**src/looping_segment_timeline_timer_top_defines.svh**
```systemverilog
// Assertion macros used by the segment timeline timer datapath.
// Compiled out when SYNTH is defined; no other dependencies.
`ifndef LOOPING_SEGMENT_TIMELINE_TIMER_TOP_DEFINES_SVH
`define LOOPING_SEGMENT_TIMELINE_TIMER_TOP_DEFINES_SVH
`ifndef SYNTH
// same-cycle implication
`define LSTT_ASSERT_IMP(lbl, clk, rst, ante, cons) \
   lbl: assert property (@(posedge clk) disable iff (rst) (ante) |-> (cons)) \
      else $error("same-cycle check failed");
// next-cycle implication
`define LSTT_ASSERT_NXT(lbl, clk, rst, ante, cons) \
   lbl: assert property (@(posedge clk) disable iff (rst) (ante) |=> (cons)) \
      else $error("next-cycle check failed");
`else
`define LSTT_ASSERT_IMP(lbl, clk, rst, ante, cons)
`define LSTT_ASSERT_NXT(lbl, clk, rst, ante, cons)
`endif
`endif

```
**src/lstt_pkg.sv**
```systemverilog
// Types and constants for the looping segment timeline timer.
// Used by the controller, the datapath and the top level.
package lstt_pkg;

   localparam int IDX_WIDTH      = 3;
   localparam int DUR_WIDTH      = 24;
   localparam int NUM_DUR        = 7;
   localparam int TOTAL_WIDTH    = 27;
   localparam int ELAPSED_WIDTH  = 10;
   localparam int REQ_DATA_WIDTH = 16;
   localparam int RSP_DATA_WIDTH = 32;
   localparam int RSP_USER_WIDTH = 2;

   localparam logic [IDX_WIDTH-1:0] REG_SEG_COUNT   = 3'd0;
   localparam logic [IDX_WIDTH-1:0] SEG_COUNT_RESET = 3'd1;
   localparam logic [IDX_WIDTH-1:0] NO_DUR_INDEX    = 3'd7;
   localparam logic [DUR_WIDTH-1:0] DUR_RESET       = 24'd1000;

   typedef enum logic [2:0] {
      ST_IDLE,
      ST_SUM,
      ST_RANGE,
      ST_CHECK,
      ST_LOOP,
      ST_MOD,
      ST_FINISH
   } lstt_state_type;

   typedef struct packed {
      logic load;
      logic sum_step;
      logic range_adv;
      logic stall_set;
      logic mod_start;
      logic mod_step;
      logic seg_step;
      logic commit;
   } lstt_cmd_type;

   typedef struct packed {
      logic sum_done;
      logic out_of_range;
      logic t_ge_d;
      logic total_zero;
      logic mod_hit;
      logic mod_last;
      logic out_free;
   } lstt_status_type;

endpackage

```
**src/lstt_controller.sv**
```systemverilog
// Sequencer for the segment timeline timer: walks one tick through
// sum, range check, segment steps and wrap removal. Depends on lstt_pkg.
module lstt_controller (
   input  logic                     clock,
   input  logic                     reset,
   input  logic                     req_tvalid,
   output logic                     req_tready,
   input  lstt_pkg::lstt_status_type status,
   output lstt_pkg::lstt_cmd_type    cmd
);
   import lstt_pkg::*;

   lstt_state_type state_ff;
   lstt_state_type state_in;

   always_ff @(posedge clock) begin
      if (reset) begin
         state_ff <= ST_IDLE;
      end else begin
         state_ff <= state_in;
      end
   end

   always_comb begin
      state_in   = state_ff;
      cmd        = '0;
      req_tready = 1'b0;
      unique case (state_ff)
         ST_IDLE: begin
            req_tready = 1'b1;
            if (req_tvalid) begin
               cmd.load = 1'b1;
               state_in = ST_SUM;
            end
         end
         ST_SUM: begin
            if (status.sum_done) begin
               state_in = ST_RANGE;
            end else begin
               cmd.sum_step = 1'b1;
            end
         end
         ST_RANGE: begin
            // an index left beyond the count must finish its own segment first
            if (status.out_of_range) begin
               if (status.t_ge_d) begin
                  cmd.range_adv = 1'b1;
                  state_in      = ST_CHECK;
               end else begin
                  state_in = ST_FINISH;
               end
            end else begin
               state_in = ST_CHECK;
            end
         end
         ST_CHECK: begin
            if (status.total_zero) begin
               cmd.stall_set = 1'b1;
               state_in      = ST_FINISH;
            end else begin
               state_in = ST_LOOP;
            end
         end
         ST_LOOP: begin
            priority if (status.mod_hit) begin
               cmd.mod_start = 1'b1;
               state_in      = ST_MOD;
            end else if (!status.t_ge_d) begin
               state_in = ST_FINISH;
            end else begin
               cmd.seg_step = 1'b1;
            end
         end
         ST_MOD: begin
            cmd.mod_step = 1'b1;
            if (status.mod_last) begin
               state_in = ST_LOOP;
            end
         end
         ST_FINISH: begin
            if (status.out_free) begin
               cmd.commit = 1'b1;
               state_in   = ST_IDLE;
            end
         end
      endcase
   end

endmodule

```
**src/lstt_datapath.sv**
```systemverilog
// Datapath of the segment timeline timer: configuration registers, timeline
// state, working registers, remainder unit and result register.
// Depends on lstt_pkg and the project assertion macros.
`include "looping_segment_timeline_timer_top_defines.svh"
module lstt_datapath #(
   parameter int TIME_WIDTH   = 24,
   parameter int MAX_SEGMENTS = 7
) (
   input  logic                                  clock,
   input  logic                                  reset,
   input  logic                                  csr_valid,
   input  logic [lstt_pkg::IDX_WIDTH-1:0]        csr_index,
   input  logic [lstt_pkg::DUR_WIDTH-1:0]        csr_data,
   input  logic [lstt_pkg::ELAPSED_WIDTH-1:0]    elapsed_ms,
   input  lstt_pkg::lstt_cmd_type                cmd,
   output lstt_pkg::lstt_status_type             status,
   output logic                                  rsp_tvalid,
   input  logic                                  rsp_tready,
   output logic [lstt_pkg::RSP_DATA_WIDTH-1:0]   rsp_tdata,
   output logic [lstt_pkg::RSP_USER_WIDTH-1:0]   rsp_tuser
);
   import lstt_pkg::*;

   localparam int CW  = (TIME_WIDTH + 1 > TOTAL_WIDTH) ? TIME_WIDTH + 1 : TOTAL_WIDTH;
   localparam int MCW = $clog2(CW);
   localparam logic [CW-1:0] TMAX = {{(CW - TIME_WIDTH){1'b0}}, {TIME_WIDTH{1'b1}}};
   localparam logic [IDX_WIDTH-1:0] MAX_SEG = IDX_WIDTH'(MAX_SEGMENTS);
   localparam logic [MCW-1:0] MOD_LAST_CNT = MCW'(CW - 1);

   // configuration
   logic [IDX_WIDTH-1:0] seg_count_ff;
   logic [DUR_WIDTH-1:0] dur_ff [NUM_DUR];

   // timeline state
   logic [IDX_WIDTH-1:0]  cur_seg_ff, cur_seg_in;
   logic [TIME_WIDTH-1:0] seg_time_ff, seg_time_in;

   // working registers
   logic [CW-1:0]        t_ff, t_in;
   logic [IDX_WIDTH-1:0] idx_ff, idx_in;
   logic [CW-1:0]        total_ff, total_in;
   logic [IDX_WIDTH-1:0] sum_i_ff, sum_i_in;
   logic                 sum_busy_ff, sum_busy_in;
   logic                 changed_ff, changed_in;
   logic                 stall_ff, stall_in;
   logic [CW-1:0]        rem_ff, rem_in;
   logic [MCW-1:0]       mod_cnt_ff, mod_cnt_in;

   // result register
   logic                 rsp_tvalid_ff, rsp_tvalid_in;
   logic [IDX_WIDTH-1:0] rsp_idx_ff, rsp_idx_in;
   logic [DUR_WIDTH-1:0] rsp_time_ff, rsp_time_in;
   logic                 rsp_changed_ff, rsp_changed_in;
   logic                 rsp_stall_ff, rsp_stall_in;

   logic [IDX_WIDTH-1:0] n_used;
   logic [IDX_WIDTH-1:0] rd_addr;
   logic [DUR_WIDTH-1:0] rd_dur;
   logic [CW-1:0]        d_cw;
   logic [CW-1:0]        t_sub_d;
   logic [IDX_WIDTH:0]   idx_inc;
   logic [IDX_WIDTH-1:0] idx_next;
   logic [CW:0]          rem_sh;
   logic [CW-1:0]        rem_next;
   logic [CW-1:0]        t_load;
   logic [CW-1:0]        t_sat;

   always_ff @(posedge clock) begin
      if (reset) begin
         seg_count_ff <= SEG_COUNT_RESET;
         for (int i = 0; i < NUM_DUR; i++) begin
            dur_ff[i] <= DUR_RESET;
         end
      end else if (csr_valid) begin
         if (csr_index == REG_SEG_COUNT) begin
            seg_count_ff <= csr_data[IDX_WIDTH-1:0];
         end else begin
            dur_ff[csr_index - IDX_WIDTH'(1)] <= csr_data;
         end
      end
   end

   always_comb begin
      n_used = seg_count_ff;
      if (seg_count_ff == '0) begin
         n_used = IDX_WIDTH'(1);
      end else if (seg_count_ff > MAX_SEG) begin
         n_used = MAX_SEG;
      end
   end

   // single read port on the duration bank; an index with no register reads zero
   assign rd_addr  = sum_busy_ff ? sum_i_ff : idx_ff;
   assign rd_dur   = (rd_addr == NO_DUR_INDEX) ? '0 : dur_ff[rd_addr];
   assign d_cw     = CW'(rd_dur);
   assign t_sub_d  = t_ff - d_cw;
   assign idx_inc  = {1'b0, idx_ff} + (IDX_WIDTH + 1)'(1);
   assign idx_next = (idx_inc >= {1'b0, n_used}) ? '0 : idx_inc[IDX_WIDTH-1:0];
   assign t_load   = CW'(seg_time_ff) + CW'(elapsed_ms);
   assign t_sat    = (t_ff > TMAX) ? TMAX : t_ff;

   // restoring remainder, one bit of t per cycle, MSB first
   assign rem_sh   = {rem_ff, t_ff[CW-1]};
   assign rem_next = (rem_sh >= {1'b0, total_ff}) ? CW'(rem_sh - {1'b0, total_ff})
                                                  : rem_sh[CW-1:0];

   always_comb begin
      status.sum_done     = !sum_busy_ff;
      status.out_of_range = idx_ff >= n_used;
      status.t_ge_d       = t_ff >= d_cw;
      status.total_zero   = total_ff == '0;
      status.mod_hit      = (idx_ff == '0) && (t_ff >= total_ff);
      status.mod_last     = mod_cnt_ff == MOD_LAST_CNT;
      status.out_free     = !rsp_tvalid_ff || rsp_tready;
   end

   always_comb begin
      t_in           = t_ff;
      idx_in         = idx_ff;
      total_in       = total_ff;
      sum_i_in       = sum_i_ff;
      sum_busy_in    = sum_busy_ff;
      changed_in     = changed_ff;
      stall_in       = stall_ff;
      rem_in         = rem_ff;
      mod_cnt_in     = mod_cnt_ff;
      cur_seg_in     = cur_seg_ff;
      seg_time_in    = seg_time_ff;
      rsp_idx_in     = rsp_idx_ff;
      rsp_time_in    = rsp_time_ff;
      rsp_changed_in = rsp_changed_ff;
      rsp_stall_in   = rsp_stall_ff;
      rsp_tvalid_in  = rsp_tvalid_ff && !rsp_tready;

      if (cmd.load) begin
         t_in        = t_load;
         idx_in      = cur_seg_ff;
         total_in    = '0;
         sum_i_in    = '0;
         sum_busy_in = 1'b1;
         changed_in  = 1'b0;
         stall_in    = 1'b0;
      end
      if (cmd.sum_step) begin
         total_in = total_ff + d_cw;
         sum_i_in = sum_i_ff + IDX_WIDTH'(1);
         if (sum_i_ff == n_used - IDX_WIDTH'(1)) begin
            sum_busy_in = 1'b0;
         end
      end
      if (cmd.range_adv) begin
         t_in       = t_sub_d;
         idx_in     = '0;
         changed_in = 1'b1;
      end
      if (cmd.stall_set) begin
         t_in     = '0;
         stall_in = 1'b1;
      end
      if (cmd.mod_start) begin
         rem_in     = '0;
         mod_cnt_in = '0;
         changed_in = 1'b1;
      end
      if (cmd.mod_step) begin
         rem_in     = rem_next;
         mod_cnt_in = mod_cnt_ff + MCW'(1);
         t_in       = status.mod_last ? rem_next : {t_ff[CW-2:0], 1'b0};
      end
      if (cmd.seg_step) begin
         t_in       = t_sub_d;
         idx_in     = idx_next;
         changed_in = 1'b1;
      end
      if (cmd.commit) begin
         cur_seg_in     = idx_ff;
         seg_time_in    = t_sat[TIME_WIDTH-1:0];
         rsp_idx_in     = idx_ff;
         rsp_time_in    = t_sat[DUR_WIDTH-1:0];
         rsp_changed_in = changed_ff;
         rsp_stall_in   = stall_ff;
         rsp_tvalid_in  = 1'b1;
      end
   end

   always_ff @(posedge clock) begin
      if (reset) begin
         cur_seg_ff    <= '0;
         seg_time_ff   <= '0;
         sum_busy_ff   <= 1'b0;
         rsp_tvalid_ff <= 1'b0;
      end else begin
         cur_seg_ff    <= cur_seg_in;
         seg_time_ff   <= seg_time_in;
         sum_busy_ff   <= sum_busy_in;
         rsp_tvalid_ff <= rsp_tvalid_in;
      end
   end

   always_ff @(posedge clock) begin
      t_ff           <= t_in;
      idx_ff         <= idx_in;
      total_ff       <= total_in;
      sum_i_ff       <= sum_i_in;
      changed_ff     <= changed_in;
      stall_ff       <= stall_in;
      rem_ff         <= rem_in;
      mod_cnt_ff     <= mod_cnt_in;
      rsp_idx_ff     <= rsp_idx_in;
      rsp_time_ff    <= rsp_time_in;
      rsp_changed_ff <= rsp_changed_in;
      rsp_stall_ff   <= rsp_stall_in;
   end

   assign rsp_tvalid = rsp_tvalid_ff;
   assign rsp_tdata  = RSP_DATA_WIDTH'({rsp_time_ff, rsp_idx_ff});
   assign rsp_tuser  = {rsp_stall_ff, rsp_changed_ff};

   `LSTT_ASSERT_NXT(a_commit_shows_word, clock, reset, cmd.commit, rsp_tvalid_ff)
   `LSTT_ASSERT_NXT(a_commit_index_match, clock, reset, cmd.commit, cur_seg_ff == rsp_idx_ff)
   `LSTT_ASSERT_IMP(a_stall_time_zero, clock, reset, rsp_tvalid_ff && rsp_stall_ff, rsp_time_ff == '0)

endmodule

```
**src/looping_segment_timeline_timer_top.sv**
```systemverilog
// Top level of the looping segment timeline timer: controller plus datapath.
// Depends on lstt_pkg, lstt_controller and lstt_datapath.
//
//   channel  | direction | handshake              | payload
//   ---------+-----------+------------------------+-----------------------------------
//   req      | in        | req_tvalid/req_tready  | elapsed_ms
//   rsp      | out       | rsp_tvalid/rsp_tready  | segment_index, time_in_segment, flags
//   csr      | in        | csr_valid/csr_ready    | register index, write data
//
// One word at a time: the sum reads the n segments in use, each passed segment
// takes a step, and whole loops are removed by the bit-serial remainder unit
// (CW = max(TIME_WIDTH + 1, 27) bits), which sets the worst case. The next
// word is taken while a result waits in the output register; a stalled rsp
// side holds the block in its finish state. Reset clears the index and time
// and loads segment_count = 1 and every duration = 1000.
module looping_segment_timeline_timer_top #(
   parameter int TIME_WIDTH   = 24,
   parameter int MAX_SEGMENTS = 7
) (
   input  logic                                 clock,
   input  logic                                 reset,
   input  logic                                 req_tvalid,
   output logic                                 req_tready,
   input  logic [lstt_pkg::REQ_DATA_WIDTH-1:0]  req_tdata,  // [9:0] elapsed_ms
   output logic                                 rsp_tvalid,
   input  logic                                 rsp_tready,
   output logic [lstt_pkg::RSP_DATA_WIDTH-1:0]  rsp_tdata,  // [2:0] segment_index,
                                                            // [26:3] time_in_segment
   output logic [lstt_pkg::RSP_USER_WIDTH-1:0]  rsp_tuser,  // [0] segment_changed,
                                                            // [1] stalled
   input  logic                                 csr_valid,
   output logic                                 csr_ready,
   input  logic [lstt_pkg::IDX_WIDTH-1:0]       csr_index,
   input  logic [lstt_pkg::DUR_WIDTH-1:0]       csr_data
);
   import lstt_pkg::*;

   lstt_cmd_type    cmd;
   lstt_status_type status;

   // registers are plain flops, so a write is always taken
   assign csr_ready = 1'b1;

   lstt_controller u_ctrl (
      .clock      (clock),
      .reset      (reset),
      .req_tvalid (req_tvalid),
      .req_tready (req_tready),
      .status     (status),
      .cmd        (cmd)
   );

   lstt_datapath #(
      .TIME_WIDTH   (TIME_WIDTH),
      .MAX_SEGMENTS (MAX_SEGMENTS)
   ) u_dp (
      .clock      (clock),
      .reset      (reset),
      .csr_valid  (csr_valid),
      .csr_index  (csr_index),
      .csr_data   (csr_data),
      .elapsed_ms (req_tdata[ELAPSED_WIDTH-1:0]),
      .cmd        (cmd),
      .status     (status),
      .rsp_tvalid (rsp_tvalid),
      .rsp_tready (rsp_tready),
      .rsp_tdata  (rsp_tdata),
      .rsp_tuser  (rsp_tuser)
   );

endmodule
```
**config.mk**
```make
export PLATFORM = sky130hd
export DESIGN_NAME = looping_segment_timeline_timer_top
export DESIGN_NICKNAME = d
export VERILOG_FILES = /design/src/lstt_pkg.sv /design/src/lstt_controller.sv /design/src/lstt_datapath.sv /design/src/looping_segment_timeline_timer_top.sv
export VERILOG_INCLUDE_DIRS = /design/src /design/src/src
export SDC_FILE = /design/constraint.sdc
export NUM_CORES = 1
export LEC_CHECK = 0
export BUFFER_PORTS_ARGS = -buffer_cell sky130_fd_sc_hd__buf_2
export CORE_ASPECT_RATIO = 1.75
export CORE_MARGIN = 2
export CORE_UTILIZATION = 60
export DETAILED_ROUTE_END_ITERATION = 10
export GPL_TIMING_DRIVEN = 0
export PLACE_DENSITY = 0.75
export SYNTH_ARGS = -nofsm -noshare
export SYNTH_HDL_FRONTEND = slang
export SYNTH_HIERARCHICAL = 1
export SYNTH_SLANG_ARGS = --single-unit
```
**constraint.sdc**
```tcl
create_clock -name clock -period 7 [get_ports clock]
set_input_delay 0 -clock clock [delete_from_list [all_inputs] [get_ports clock]]
set_output_delay 0 -clock clock [all_outputs]
set_load 0.01 [all_outputs]
```
Yosys cells after proc, flatten, opt, wreduce, memory -nomap -nowiden:

Memory sizes are Yosys's and may differ from the RTL's.
Cells that the tools add are included.

* flip-flop bits (word level): 158
* latch bits: 0
* RAM bits: 168
* memory bits (read-only): 0
* bits of input ports: 48
* output and inout port bits: 37
* word-level logic and storage cells: 131
* memories: 1

* add/subtract/negate cells: 9
* multipliers: 0
* divide/modulo/power cells: 0
* order comparisons: 7
* equality and inequality tests: 14
* shift operators: 0
* muxes and demuxes: 64
* bitwise gates (word level): 0
* reductions and logical operators: 18

Memory list
* u_dp.dur_ff: words 7, bits a word 24, read ports 1, clocked after Yosys merged registers in 0, wr ports 7, line lstt_datapath.sv:32 `logic [DUR_WIDTH-1:0] dur_ff [NUM_DUR];`

Operator list (number)
* $mux 27: 11
* $mux 24: 3
* $mux 3: 18
* $ge 28x27->1: 1
* $mux 1: 28
* $add 27x24->27: 1
* $ge 27x24->1: 1
* $ge 27x27->1: 1
* $gt 27x24->1 const B: 1
* $logic_not 27->1: 1
* $sub 27x24->27: 1
* $sub 27x27->27: 1
* $add 24x10->25: 1
* $reduce_or 24->1: 1
* $pmux 3 s7: 1
* $eq 3x3->1 const B: 4
* $logic_not 3->1: 4
* $mux 5: 2
* $eq 3x2->1 const B: 2
* $ne 2x2->1 const B: 3
* $sub 3x1->3 const B: 2
* $add 5x1->5 const B: 1
* $eq 5x5->1 const B: 1
* $reduce_and 5->1: 1
* 18 further kinds: 21

Depth between registers and ports, before layout:

Gate-level depths: netlist (run 1).

* word-level depth: 11
* gate-level depth with buffers: 25
* depth with buffers taken out: 23

Hierarchy:

The synthesis (run 1) kept the hierarchy.

Modules (own cells, without submodules)
* lstt_datapath: times used 1, cells each 1886, area an instance 19102.1 µm², seq. area each 9118.7 µm²
* lstt_controller: times used 1, cells each 44, area an instance 331.6 µm², seq. area each 60.1 µm²
* looping_segment_timeline_timer_top: times used 1, cells each 2, area an instance 11.3 µm², seq. area each 0.0 µm²

Worst setup path before layout (run 1):

Ideal clock, no wire load.

* path kind: reg2reg
* from: register u_dp.sum_i_ff[0]
* to: register u_dp.t_ff[0] (enable)
* setup time: 516 ps
* arrival time: 5046 ps
* data required time: 6484 ps
* slack: 1438 ps
* stages on the path, launching flop included: 19
* path buffers: 2
* path through: edfxtp_1 -> nand2_1 -> a21boi_1 -> buf_2 -> mux4_2 -> o21ai_0 -> ha_1 -> and3_1 -> a221oi_1 -> nor2b_1 -> a21o_1 -> a21oi_1 -> nand3_1 -> nand2_1 -> a31o_2 -> and3_4 -> clkbuf_1 -> nor2_1 -> nand3_1

RTL lines
* from (decl): line lstt_datapath.sv:42 `logic [IDX_WIDTH-1:0] sum_i_ff, sum_i_in;`
* from (signal assigned): line lstt_datapath.sv:204 `sum_i_ff <= sum_i_in;`
* to (signal assigned): line lstt_datapath.sv:201 `t_ff <= t_in;`
* to (decl): line lstt_datapath.sv:39 `logic [CW-1:0] t_ff, t_in;`

==> flow_results.org, run 1 <==
** Critical path
- Crit Reg-Reg Startpoint :: u_dp/idx_ff[1]$_DFFE_PP_
- Worst-path cell chain :: mux2i_1, nor2b_1, clkbuf_1, clkbuf_1, a21oi_1, a21oi_1, ha_1, nor2b_1, o31ai_1, a211o_1, a21o_1, a21oi_1, nand3_1, nand2_1, a31o_2, and3_4, clkbuf_1, nand3b_1, or3_1, o211ai_1
- Crit path DAT :: 7060 ps
- Worst setup EP type :: flip-flop
- Required time at the endpoint of the critical path :: 7350 ps
- On the critical path, the stage with the largest delay is an instance of sky130_fd_sc_hd__o31ai_1.
- Tracing the worst setup path back leads to its startpoint at u_dp/idx_ff[1]$_DFFE_PP_.
- The worst setup path is launched from a flip-flop.
- Of all nets on the critical path, the largest fanout is 10.
- On the worst path, the slowest cell contributes a delay of 630 ps.
- Critical setup path kind :: flip-flop to flip-flop

** Floorplanning
- After floorplanning, the core was divided into 87 placement rows.
- Placeable core region :: 32100 um^2
- Die Outline Area :: 33900 um^2
- From left edge to right edge, the die measures 140 um.
- 85 I/O pins were placed.
- The die is 242 um tall.
- Initial Util :: 0.606

** GRT
- Fraction of met2 tracks used by global routing :: 0.636
- For this run, global-route usage on met3 was measured as 0.0298.
- GRT busiest layer :: met2
- Entering global routing, the biggest net connects 33 pins.
- The first global-routing pass estimated 88.1 mm of wire.
- The number of antenna violations at the first check in global routing is 0.
- Number of global-route vias before repair :: 15800
- In the global route stage, met1 resource usage came out at 0.361.
- Aggregate global routing overflow :: 0
- Global-route usage over all layers :: 0.340

** Route
- Number of remaining DRC errors :: 0
- For this block, the routed nets add up to 57.9 mm of wire.
- Via-to-Cell Ratio :: 6.26
- Dividing the detail-routed wire length by the instance count gives 23.2 um.
- The count of nets left with antenna violations once routing finished came out at 0.
- For this block, the via count after detailed routing is 15700.
- First-pass detailed-route iteration total :: 8
- In this run, the number of DRC markers left after iteration 0 of detailed routing was 1185.

** Clock network
- In this run the deepest clock path goes through 3 buffers.
- In this run the post-CTS setup repair buffer count came out at 0.
- CTS clk-pin slew, worst paths :: 70 ps
- CTS root buf :: sky130_fd_sc_hd__clkbuf_16
- H-Tree Level Count :: 1
- Clk_lat worst skew :: 570 ps
- TritonCTS clock tree :: built
- CTS Buf Count :: 29
- Clock sink total :: 326

** STA
- Setup repair after global routing missed its margin :: false
- Post-route clock skew :: 20.5 ps
- Timing would allow up to 149 MHz.
- On the final layout, the worst hold slack is 128 ps.
- In the finished design, the share of the clock period the worst path needs comes to 0.958.
- Worst slew slack as a fraction of its limit :: 0.0700
- At the pin with the least slew margin, the transition time is 1380 ps.
- Setup WS post-layout :: 292 ps
- Setup violations remaining at the end of the flow were counted as 0.
- Pins over their slew limit :: 0
- The smallest clock period supported by the final layout is computed as 6710 ps.
- Final hold violation count :: 0

** Synthesis
- Of the synthesized area, sequential elements account for 0.472.
- Flip-flop and latch count after synthesis :: 326
- Share of synthesized registers carrying an async set or reset :: 0
- By area the synthesized netlist is led by sky130_fd_sc_hd__edfxtp_1, sky130_fd_sc_hd__ha_1, sky130_fd_sc_hd__dfxtp_1, sky130_fd_sc_hd__nor2_1, sky130_fd_sc_hd__nand2_1.
- The synthesized netlist contains 88 unique library cells.
- Summed over all instances, the cell type with the most area after synthesis is sky130_fd_sc_hd__edfxtp_1.
- Area of the mapped netlist :: 19400 um^2
- Share of the synthesized area in the top cell type :: 0.409
- Top_reg_cell synth :: sky130_fd_sc_hd__edfxtp_1
- The Yosys step of the flow raised 6 warnings.
- In the post-synthesis netlist, the cell with the most instances is sky130_fd_sc_hd__nor2_1.
- By count the netlist is led by sky130_fd_sc_hd__nor2_1, sky130_fd_sc_hd__edfxtp_1, sky130_fd_sc_hd__nand2_1.
- Count of flip-flops with a built-in enable after synthesis :: 265
- Average footprint of a synthesized cell :: 10.1 um^2
- In the synthesized netlist, the number of instances is 1932.

** Final layout
- After routing the design area is 21800 um^2.
- Area taken by flip-flops and latches :: 9180 um^2
- Area growth syn-to-layout :: 12.0%
- Area of the multi-input gates :: 9540 um^2
- Post-layout net count :: 2255
- Fraction of layout instances using a drive strength above 1 :: 0.0991
- Final std cells w/o fill :: 2499
- The filler cells instantiated in the layout total 2455.
- Once layout is complete, the utilization of the core stands at 0.678.
- N_diodes :: 0

** Placed design
- Global placer's final weighted congestion :: 0.983
- In this run the cell area measured after placement is 20400 um^2.
- Detailed placement ended at an HPWL of 43.9 mm.
- Cell Count Post-Placement :: 2411
- Total of buffers placed on input and output ports :: 72
- OpenSTA, run right after detailed placement, puts the worst setup slack at -715 ps.

** Worst hold path
- The startpoint identified for the worst hold timing path is req_tdata[3].
- Hold Crit Class :: input pin to flip-flop

** Power and ir drop
- Static leakage :: 0.00860 uW
- Power per cell area :: 457 nW/um^2
- IR analysis of the VDD net gives a maximum drop of 0.250 mV.

** Status
- The flow ran to the end, and the final reports show no timing, DRC or antenna violations.

** Job
- The tool flagged a number of max-cap violations equal to 0.
==> report_power, final <==
group          switching [uW]  total (uW)  internal [uW]
registers                 274        2730           2460
clock network             734        1660            930
logic                    3430        5550           2120
total                    4440        9950           5510
==> path summary, 6_finish.rpt <==
path / endpoint / slack [ps] / depth (start not counted)
setup / recovery: u_dp/t_ff[21]$_DFFE_PP_ / 290 / 20
hold / removal: u_dp/t_ff[3]$_DFFE_PP_ / 130 / 4
setup reg to reg: u_dp/t_ff[21]$_DFFE_PP_ / 290 / 20
hold reg to reg: u_dp/rsp_changed_ff$_DFFE_PP_ / 450 / 0
==> metrics by stage <==
stage / TNS (ps) / total power, uW
2_1_floorplan: 0 / 6640
3_3_place_gp: -32930 / 8030
3_5_place_dp: -24630 / 8160
4_1_cts: 0 / 9850
5_1_grt: 0 / 10600
6_report: 0 / 9950
==> sequential cells by signal, summed over array words and instances, names as in the netlist, 3 cells and up <==
name,flops
u_dp/dur_ff,168
u_dp/idx_ff,3
u_dp/rsp_time_ff,24
u_dp/mod_cnt_ff,5
u_dp/total_ff,27
u_dp/rem_ff,27
u_ctrl/state_ff,3
u_dp/seg_count_ff,3
u_dp/sum_i_ff,3
u_dp/seg_time_ff,24
u_dp/cur_seg_ff,3
u_dp/t_ff,27
u_dp/rsp_idx_ff,3
==> cells in the final DEF (no fill, tap or decap), types with 45 or more instances in the layout <==
cell / count
sky130_fd_sc_hd__a21oi_1: 111
sky130_fd_sc_hd__buf_2: 76
sky130_fd_sc_hd__clkbuf_1: 59
sky130_fd_sc_hd__dfxtp_1: 61
sky130_fd_sc_hd__edfxtp_1: 265
sky130_fd_sc_hd__ha_1: 126
sky130_fd_sc_hd__inv_1: 119
sky130_fd_sc_hd__mux2i_1: 45
sky130_fd_sc_hd__nand2_1: 155
sky130_fd_sc_hd__nand2b_1: 45
sky130_fd_sc_hd__nor2_1: 265
sky130_fd_sc_hd__nor3_1: 54
sky130_fd_sc_hd__o21ai_0: 96
sky130_fd_sc_hd__xnor2_1: 51
==> routing by layer <==
layer  routed length (um)  part of all wire  up-vias
met1                19900              0.34     7513
li1                     -                 -     7296
met4                 4400             0.076        0
met2                30800              0.53      624
met5                    0                 0        -
met3                 2830             0.049      217
==> logic make-up after synthesis <==
family                     synth area share
and+or+nand+nor                       0.166
AOI/OAI and AO/OA                     0.142
DFF                                   0.472
buffers and inverters                0.0424
adders and majority gates            0.0852
xor gates and xnor gates             0.0387
muxes                                0.0537
other                              0.000386
==> what timing repair did <==
action | 4_1_cts | 5_1_grt
gates resized for setup | 8 | 9
hold buffers | 36 | 0
endpoints found under the setup margin | 50 | 45
hold endpoints to repair | 178 | 0
==> critical path, delay by kind of cell, from the launching register on <==
| family | cells | cell delay [ps] |
|---|---|---|
| buffers and inverters | 3 | 1130 |
| multiplexers | 1 | 420 |
| AO/OA/AOI/OAI | 8 | 2430 |
| AND/OR/NAND/NOR | 7 | 1680 |
| flip-flops | 1 | 510 |
| adder cells (fa/ha/maj) | 1 | 310 |
==> area by class of cell <==
type / count / share of cell area
inverters: 121 / 0.0208
clock buffers: 36 / 0.0368
clock inverters: 17 / 0.00867
multi-input cells: 1404 / 0.438
well taps: 400 / 0.0230
plain buffers: 84 / 0.0171
flip-flops and latches: 326 / 0.421
repair buffers: 111 / 0.0345
No activity file was read; power rests on OpenSTA's default activity.
==> run 2: changes to the inputs <==
Settings changed: CORE_ASPECT_RATIO 1.75 to 0.5.
==> flow_results.org, run 2 (synthesis gave the netlist of run 1 again) <==
** Status
- Outcome :: finished, final reports clean (unchanged)

** Clock network
- Clock sink total :: 326 (unchanged)
- The clock tree from TritonCTS was built (unchanged).
- The maximum root-to-sink buffer count is 3 (unchanged).
- Clk_lat worst skew :: 610 ps (was 570 ps)
- CTS Buf Count :: 30 (was 29)
- CTS clk-pin slew, worst paths :: 70 ps (about the same)
- CTS root buf :: sky130_fd_sc_hd__clkbuf_16 (unchanged)
- The H-tree depth was 1 (unchanged).
- Total setup buffers inserted after CTS :: 0 (unchanged)

** GRT
- The wire length of the first global-routing pass was 84.5 mm (was 88.1 mm).
- Global-route usage over all layers :: 0.323 (was 0.340)
- Aggregate global routing overflow :: 0 (unchanged)
- Number of antenna violations at the first check in global routing :: 0 (unchanged)
- Number of global-route vias before repair :: 14700 (was 15800)
- The maximum number of pins on one net before global-route repair is 33 (unchanged).

** Placed design
- Global placer's final weighted congestion :: 0.975 (was 0.983)
- The count of buffers from port buffering is 72 (unchanged).
- The estimated wirelength of the detail-placed design is 40.9 mm (was 43.9 mm).
- The worst slack at placement is -696 ps (was -715 ps).

** Floorplanning
- The number of rows in the core area was 46 (was 87).
- The I/O pin count came to 85 (unchanged).
- Die Outline Area :: 34000 um^2 (was 33900 um^2)
- Initial Util :: 0.612 (was 0.606)
- Placeable core region :: 31800 um^2 (was 32100 um^2)
- Vertical extent of the die :: 131 um (was 242 um)
- Die X :: 259 um (was 140 um)

** Route
- Vias :: 15800 (was 15700)
- The number of detailed-route iterations in the first pass is 6 (was 8).
- Initial detailed-routing violation count :: 1744 (was 1185)
- The sum of routed wire length over all layers was 55.6 mm (was 57.9 mm).
- Number of remaining DRC errors :: 0 (unchanged)
- Remaining number of nets flagged by the antenna check after routing :: 0 (unchanged)
- Via-to-Cell Ratio :: 6.23 (was 6.26)
- WL per Instance :: 21.9 um (was 23.2 um)

** Critical path
- Crit path DAT :: 7090 ps (was 7060 ps)
- Critical setup path kind :: flip-flop to flip-flop (unchanged)
- Worst-path fanout max :: 10 (unchanged)
- The endpoint of the lowest-slack register-to-register path is u_dp/t_ff[20]$_DFFE_PP_ (was u_dp/t_ff[21]$_DFFE_PP_).
- Launch point of the critical path :: u_dp/sum_busy_ff$_SDFF_PP0_ (was u_dp/idx_ff[1]$_DFFE_PP_)
- Worst setup EP type :: flip-flop (unchanged)
- The capture point of the critical path is u_dp/t_ff[20]$_DFFE_PP_ (was u_dp/t_ff[21]$_DFFE_PP_).
- Setup slack, reg-to-reg :: 310 ps (was 290 ps)
- Kind of start point of the critical path :: flip-flop (unchanged)
- Required time at the endpoint of the critical path :: 7390 ps (was 7350 ps)
- Crit Reg-Reg Startpoint :: u_dp/sum_busy_ff$_SDFF_PP0_ (was u_dp/idx_ff[1]$_DFFE_PP_)
- Reg2reg path depth :: 21 (was 20)

** STA
- The final period demand of the worst path came to 6690 ps (was 6710 ps).
- The count of endpoints failing hold in the final timing report came to 0 (unchanged).
- Upper clock frequency limit :: 149 MHz (about the same)
- Setup WS post-layout :: 306 ps (was 292 ps)
- Setup violators final :: 0 (unchanged)
- Pins over their slew limit :: 0 (unchanged)
- The ratio of final minimum period to clock period is 0.956 (was 0.958).
- Setup repair after global routing missed its margin: false (unchanged).
- Worst-Margin Slew :: 1310 ps (was 1380 ps)
- The post-route setup TNS was 0 ps (unchanged).
- The final setup skew came to 51.4 ps (was 20.5 ps).
- Worst slew slack as a fraction of its limit :: 0.125 (was 0.0700)

** Power and ir drop
- Worst ir drop on vdd :: 0.254 mV (was 0.250 mV)
- PnR Total Power :: 10200 uW (was 9950 uW)
- The total power per unit cell area is 463 nW/um^2 (was 457 nW/um^2).
- Static leakage :: 0.00865 uW (was 0.00860 uW)

** Final layout
- Post-layout net count :: 2264 (was 2255)
- Leading cell type in the layout, fill and taps excluded :: sky130_fd_sc_hd__nor2_1
- The register ranked first by flip-flop count is u_dp/dur_ff (unchanged).
- The area overhead of the layout relative to synthesis came to 13.0% (was 12.0%).
- The final antenna diode count is 0 (unchanged).
- Flip-flop count of the largest register, all copies and words added :: 168 (unchanged)
- The share of post-route cells with drive strength above 1 came to 0.0972 (was 0.0991).
- Most frequent cells in the layout: sky130_fd_sc_hd__nor2_1, sky130_fd_sc_hd__edfxtp_1, sky130_fd_sc_hd__nand2_1 (unchanged).
- The share of the core filled with cells in the final layout came to 0.691 (was 0.678).

** Worst hold path
- The number of stages on the worst hold path came to 5 (was 4).
- Hold Crit Class :: input pin to flip-flop (unchanged)

** Job
- The number of maximum-capacitance violations is 0 (unchanged).
==> run 2: cell types whose count changed in the layout (fill, tap and decap cells not counted), moves of 2 or more <==
cell,before,now
sky130_fd_sc_hd__bufinv_16,3,5
sky130_fd_sc_hd__clkbuf_1,59,64
sky130_fd_sc_hd__clkbuf_8,5,3
sky130_fd_sc_hd__clkinv_1,5,2
sky130_fd_sc_hd__clkinv_2,3,6
sky130_fd_sc_hd__clkinv_4,3,1
sky130_fd_sc_hd__clkinvlp_4,2,5
sky130_fd_sc_hd__dlygate4sd3_1,36,42
sky130_fd_sc_hd__nand2b_1,45,49
sky130_fd_sc_hd__nand2b_2,4,0
sky130_fd_sc_hd__o21ai_0,96,93
sky130_fd_sc_hd__o21ai_1,1,4
==> run 2: power by group <==
group,switching (uW),internal (uW),leakage (uW)
Sequential,276,2460,0.00306
Clock,775,1010,0.000508
Combinational,3520,2120,0.00508
Total,4570,5600,0.00865
==> run 2: worst min path at each step <==
stage,endpoint,startpoint
floorplan,u_ctrl/state_ff[1]$_SDFFE_PP0P_,reset
global placement,u_ctrl/state_ff[1]$_SDFFE_PP0P_,reset
detailed placement,u_ctrl/state_ff[1]$_SDFFE_PP0P_,reset
CTS,u_dp/t_ff[8]$_DFFE_PP_,req_tdata[8]
global route,u_dp/t_ff[8]$_DFFE_PP_,req_tdata[8]
finish,u_dp/t_ff[8]$_DFFE_PP_,req_tdata[8]
==> run 2: repair_timing <==
| item | in CTS | in global routing |
|---|---|---|
| hold buffers | 42 | 0 |
| gates resized for setup | 6 | 12 |
| setup endpoints to repair | 49 | 51 |
| pin swaps | 0 | 0 |
| endpoints found under the hold margin | 178 | 0 |
==> run 2: critical path, stage by stage, from the launching register on <==
cell and delay [ps]:
sky130_fd_sc_hd__dfxtp_1 460, sky130_fd_sc_hd__inv_1 160, sky130_fd_sc_hd__a21boi_4 430, sky130_fd_sc_hd__clkbuf_4 380, sky130_fd_sc_hd__mux4_2 570, sky130_fd_sc_hd__o21ai_0 530
sky130_fd_sc_hd__ha_1 360, sky130_fd_sc_hd__or3_1 140, sky130_fd_sc_hd__o21ai_0 120, sky130_fd_sc_hd__a211o_1 350, sky130_fd_sc_hd__a21o_1 190, sky130_fd_sc_hd__a21oi_1 260
sky130_fd_sc_hd__nand3_1 120, sky130_fd_sc_hd__nand2_1 120, sky130_fd_sc_hd__a31o_2 200, sky130_fd_sc_hd__and3_4 180, sky130_fd_sc_hd__clkbuf_1 450, sky130_fd_sc_hd__a21o_1 150
sky130_fd_sc_hd__clkbuf_1 520, sky130_fd_sc_hd__clkbuf_1 490, sky130_fd_sc_hd__a222oi_1 150, sky130_fd_sc_hd__o21ai_0 140
==> run 2: final cells by class <==
cell class | instances | area, um^2
Fill cell | 2463 | 9810
Multi-Input combinational cell | 1404 | 9510
Sequential cell | 326 | 9180
Timing Repair Buffer | 118 | 835
Clock buffer | 38 | 811
Tap cell | 432 | 541
Inverter | 121 | 454
Buffer | 85 | 378
Clock inverter | 18 | 256
==> run 2: per-layer routing <==
| layer | track usage | up-vias | wire, um |
|---|---|---|---|
| li1 | - | 7322 | - |
| met1 | 0.479 | 7625 | 23900 |
| met2 | 0.496 | 797 | 24400 |
| met3 | 0.0681 | 85 | 6250 |
| met4 | 0.0575 | 0 | 995 |
| met5 | 0 | - | 0 |
==> run 2: stage by stage <==
stage | instances | hold slack (ps) | instance area, um^2
final | 2542 | 91.0 | 22000
after global routing | 2542 | 93.4 | 22000
after CTS | 2542 | 36.9 | 21900
after detailed placement | 2444 | 233 | 20400
after global placement | 2440 | 235 | 20400
after floorplan | 1936 | 66.2 | 19500
